$ cat config.mk
export PLATFORM = sky130hd
export DESIGN_NAME = nkt_ctrl
export DESIGN_NICKNAME = d
export VERILOG_FILES = /design/src/rtl/node_key_table_fifo_evict_defines.svh /design/src/rtl/nkt_pkg.sv /design/src/rtl/nkt_ctrl.sv
export SDC_FILE = /design/constraint.sdc
export NUM_CORES = 1
export LEC_CHECK = 0
export BUFFER_PORTS_ARGS = -buffer_cell sky130_fd_sc_hd__clkbuf_2
export CAP_MARGIN = 10
export CORE_AREA = 2 2 39 41
export DETAILED_ROUTE_END_ITERATION = 7
export DIE_AREA = 0 0 41 43
export GPL_ROUTABILITY_DRIVEN = 0
export PLACE_DENSITY = 0.49
export SYNTH_ARGS = -nofsm -noshare
export SYNTH_HDL_FRONTEND = slang
export SYNTH_SLANG_ARGS = --single-unit
$ cat constraint.sdc
create_clock -name clk -period 1.4 [get_ports clk]
set_clock_uncertainty 0.05 [all_clocks]
set_input_delay 0.14 -clock clk [delete_from_list [all_inputs] [get_ports clk]]
set_output_delay 0.14 -clock clk [all_outputs]
set_load 0.005 [all_outputs]
$ cat src/rtl/node_key_table_fifo_evict_defines.svh
// Assertion macros for the node key table.
// Used by nkt_dpath, the RTL file that asserts; no other dependencies.
`ifndef NODE_KEY_TABLE_FIFO_EVICT_DEFINES_SVH
`define NODE_KEY_TABLE_FIFO_EVICT_DEFINES_SVH

`ifndef SYNTHESIS
`define NKT_ASSERT(lbl, prop, msg) \
  lbl: assert property (@(posedge clk) disable iff (!rst_n) (prop)) else $error(msg);
`define NKT_NEVER(lbl, cond, msg) \
  lbl: assert property (@(posedge clk) disable iff (!rst_n) !(cond)) else $error(msg);
`else
`define NKT_ASSERT(lbl, prop, msg)
`define NKT_NEVER(lbl, cond, msg)
`endif

`endif

$ cat src/rtl/nkt_pkg.sv
// Shared types and constants for the node key table.
// No dependencies.
package nkt_pkg;

  localparam int ENTRIES = 16;
  localparam int IDX_W   = (ENTRIES > 1) ? $clog2(ENTRIES) : 1;
  localparam int CNT_W   = $clog2(ENTRIES + 1);
  localparam int NODE_W  = 32;
  localparam int WORD_W  = 64;

  localparam logic [CNT_W-1:0] FULL_CNT  = CNT_W'(ENTRIES);
  localparam logic [IDX_W-1:0] LAST_SLOT = IDX_W'(ENTRIES - 1);

  typedef enum logic {
    OP_STORE  = 1'b0,
    OP_LOOKUP = 1'b1
  } op_t;

  typedef enum logic [2:0] {
    ST_UPDATED = 3'd0,
    ST_APPENDED = 3'd1,
    ST_EVICTED = 3'd2,
    ST_HIT     = 3'd3,
    ST_MISS    = 3'd4
  } status_t;

  typedef struct packed {
    logic [NODE_W-1:0] node;
    logic [WORD_W-1:0] key_w3;
    logic [WORD_W-1:0] key_w2;
    logic [WORD_W-1:0] key_w1;
    logic [WORD_W-1:0] key_w0;
  } entry_t;

  typedef enum logic [1:0] {
    S_IDLE,
    S_SCAN,
    S_FETCH,
    S_DONE
  } state_t;

  typedef struct packed {
    logic load;
    logic scan;
    logic fetch;
    logic finish;
  } dp_cmd_t;

  typedef struct packed {
    logic scan_done;
    logic hit;
    logic lookup;
    logic out_free;
  } dp_sts_t;

endpackage

$ cat src/rtl/nkt_ctrl.sv
// Sequencer for the node key table: load, scan, optional key fetch, finish.
// Depends on nkt_pkg.
module nkt_ctrl (
  input  logic            clk,
  input  logic            rst_n,
  input  logic            in_valid,
  output logic            in_stall,
  output nkt_pkg::dp_cmd_t cmd,
  input  nkt_pkg::dp_sts_t sts
);
  import nkt_pkg::*;

  state_t state_r;
  state_t state_nxt;

  always_ff @(posedge clk) begin
    if (!rst_n) begin
      state_r <= S_IDLE;
    end else begin
      state_r <= state_nxt;
    end
  end

  always_comb begin
    state_nxt = state_r;
    cmd       = '0;
    in_stall  = 1'b1;
    unique case (state_r)
      S_IDLE: begin
        in_stall = 1'b0;
        if (in_valid) begin
          cmd.load  = 1'b1;
          state_nxt = S_SCAN;
        end
      end
      S_SCAN: begin
        cmd.scan = 1'b1;
        if (sts.scan_done) begin
          state_nxt = (sts.lookup && sts.hit) ? S_FETCH : S_DONE;
        end
      end
      S_FETCH: begin
        cmd.fetch = 1'b1;
        state_nxt = S_DONE;
      end
      S_DONE: begin
        // wait for the output register to free up
        if (sts.out_free) begin
          cmd.finish = 1'b1;
          state_nxt  = S_IDLE;
        end
      end
      default: begin
        state_nxt = S_IDLE;
      end
    endcase
  end

endmodule

==> impl_metrics.env <==
export IMPL_place_inst=58
export IMPL_area_delta_synth_final_pct=95.98
export IMPL_async_flop_share=0
export IMPL_synth_top_cell_area_share=0.2874
export IMPL_clk_pin_slew_ns=0.03
export IMPL_total_power_mw=0.9028
export IMPL_core_mm2=0.001384
export IMPL_wl_per_cell_um=8.333
export IMPL_whs_ns=0.09583
export IMPL_synth_flop_cell="dfxtp_1"
export IMPL_postRouteAntennaNets=0
export IMPL_grt_total_usage=0.07200
export IMPL_rsz0062_at_grt="yes"
export IMPL_criticalPathCategory="flop to flop"
export IMPL_tightest_slew_ns=0.2366
export IMPL_drive_above_1_share=0.7660
export IMPL_syn_inst=24
export IMPL_fillers=158
export IMPL_peakVddDrop_uv=542.1
export IMPL_largest_register="state_r"
export IMPL_dp_hpwl_um=416.2
export IMPL_port_buffers=11
export IMPL_synth_area_leaders="ha_1 (29%), dfxtp_1 (18%), inv_1 (5.2%)"
export IMPL_clock_sinks=2
export IMPL_grt_pass1_vias=245
export IMPL_final_cells=63
export IMPL_synth_warning_count=0
export IMPL_required_ns=1.50
export IMPL_routed_wirelength_um=525
export IMPL_synth_most_common_cell="ha_1"
export IMPL_largest_reg_flops=2
export IMPL_leakagePower_nw=0.2159
export IMPL_place_area_um2=350.3
export IMPL_slew_violations=0
export IMPL_num_antenna_cells=0
export IMPL_pin_count=12
export IMPL_end_kind="flop"
export IMPL_start_util=0.1573
export IMPL_fin_area_um2=426.7
export IMPL_status="finished with violations"
export IMPL_worstSetupStartpointType="flop"
export IMPL_cts_tree="done"
export IMPL_finalSetupViolCount=2
export IMPL_die_x_um=41
export IMPL_rows=14
export IMPL_synth_area_um2=217.7
export IMPL_grt_max_degree=5
export IMPL_relSlewSlack=0.8405
export IMPL_drcViolationCount=0
export IMPL_multiInputGateArea_um2=197.7
export IMPL_via_count=253
export IMPL_worst_slack_ns=-0.1157
export IMPL_ys_seq_area_frac=0.1839
export IMPL_routed_via_density=4.016
export IMPL_synth_seq_cells=2
export IMPL_hp_class="input port to flop"
export IMPL_fin_nets=61
export IMPL_clock_root_buffer="clkbuf_4"
export IMPL_clock_path_buffers=2
export IMPL_grt_pass1_wl_um=834
export IMPL_die_area_mm2=0.001763
export IMPL_cap_viol_max_count=0
export IMPL_layout_top_registers="state_r: 2 flops"
export IMPL_synth_edf_count=0
export IMPL_drt_iter0_drc=0
export IMPL_syn_num_nets=36
export IMPL_cts_buffers=3
export IMPL_seqCellArea_um2=47.55
export IMPL_synth_area_per_cell_um2=9.071
export IMPL_cts_hold_buf=0
export IMPL_period_needed_ns=1.516
export IMPL_crit_arrival_ns=1.61
export IMPL_crit_fanout=4
export IMPL_power_density_mw_per_mm2=2116
export IMPL_antenna_found_initial=0
export IMPL_htree_levels=1
export IMPL_final_period_utilization=1.083
export IMPL_ys_top_cells_by_count="ha_1 (5), inv_1 (3), dfxtp_1 (2)"
export IMPL_insertion_delay_ns=0.22
export IMPL_hold_violations=0
export IMPL_yosys_area_top_type="ha_1"
export IMPL_synth_distinct_cells=17
export IMPL_grt_overflow=0
export IMPL_drt_first_pass_iters=1
export IMPL_die_y_um=43
export IMPL_violations="setup timing"
export IMPL_max_freq_mhz=659.7
final timing paths:
path	start	to	slack, ns	cells past startpoint
max	state_r[0]$_SDFFE_PN0P_	state_r[1]$_SDFFE_PN0P_	-0.12	4
min	rst_n	state_r[0]$_SDFFE_PN0P_	0.1	2
max reg2reg	state_r[0]$_SDFFE_PN0P_	state_r[1]$_SDFFE_PN0P_	-0.12	4
min reg2reg	state_r[1]$_SDFFE_PN0P_	state_r[1]$_SDFFE_PN0P_	0.58	3
worst max-delay path, stage by stage, from the launching register on:
cell	delay (ns)
dfxtp_4	0.35
ha_2	0.18
and2b_2	0.22
or4b_1	0.51
a21boi_1	0.14
cells by family (layout without fill, tap and decap cells):
family,after synthesis,after routing,synth area share
and+or+nand+nor,9,9,0.2817
adders and majority gates,5,5,0.2874
AOI/OAI and AO/OA,5,5,0.1954
buffers and inverters,3,26,0.05172
DFF,2,2,0.1839
layout make-up:
| class | instances | area share |
|---|---|---|
| multi-input cells | 19 | 0.4633 |
| repair buffers | 20 | 0.2874 |
| flip-flops and latches | 2 | 0.1114 |
| clock buffers | 3 | 0.05279 |
| well taps | 16 | 0.04692 |
| inverters | 3 | 0.03812 |
routing by layer:
layer  GRT usage  up-vias  share of wire
li1            -      131              -
met1     0.06349      117           0.41
met2      0.1156        5           0.54
met3     0.04712        0          0.057
met4     0.04000        0              0
met5           0        -              0
timing repair:
action | in CTS | in global routing
pin swaps | 2 | 2
hold endpoints to repair | 0 | 0
endpoints found under the setup margin | 2 | 3
gates resized for setup | 1 | 10
setup buffers | 1 | 1
metrics by stage:
stage               setup WS, ns    util  setup TNS, ns
finish                   -0.1157  0.3083        -0.1584
global route             -0.1448  0.3083        -0.2497
CTS                      -0.1079  0.2767        -0.1528
detailed placement       -0.1041  0.2532        -0.1548
global placement        -0.09628  0.2532        -0.1512
floorplan               -0.03994       -       -0.04584
power breakdown:
part | internal [mW] | total, mW | switching (mW)
Combinational | 0.388 | 0.628 | 0.240
Sequential | 0.105 | 0.148 | 0.0429
Clock | 0.0945 | 0.127 | 0.0323
Total | 0.587 | 0.903 | 0.316
cell usage in the layout (no fill, tap or decap), types with 2 or more instances in the layout:
| cell | n |
|---|---|
| clkbuf_2 | 11 |
| buf_4 | 9 |
| inv_4 | 2 |
| dfxtp_4 | 2 |
| clkbuf_4 | 3 |
| ha_2 | 3 |
No activity file was read; power rests on OpenSTA's default activity.
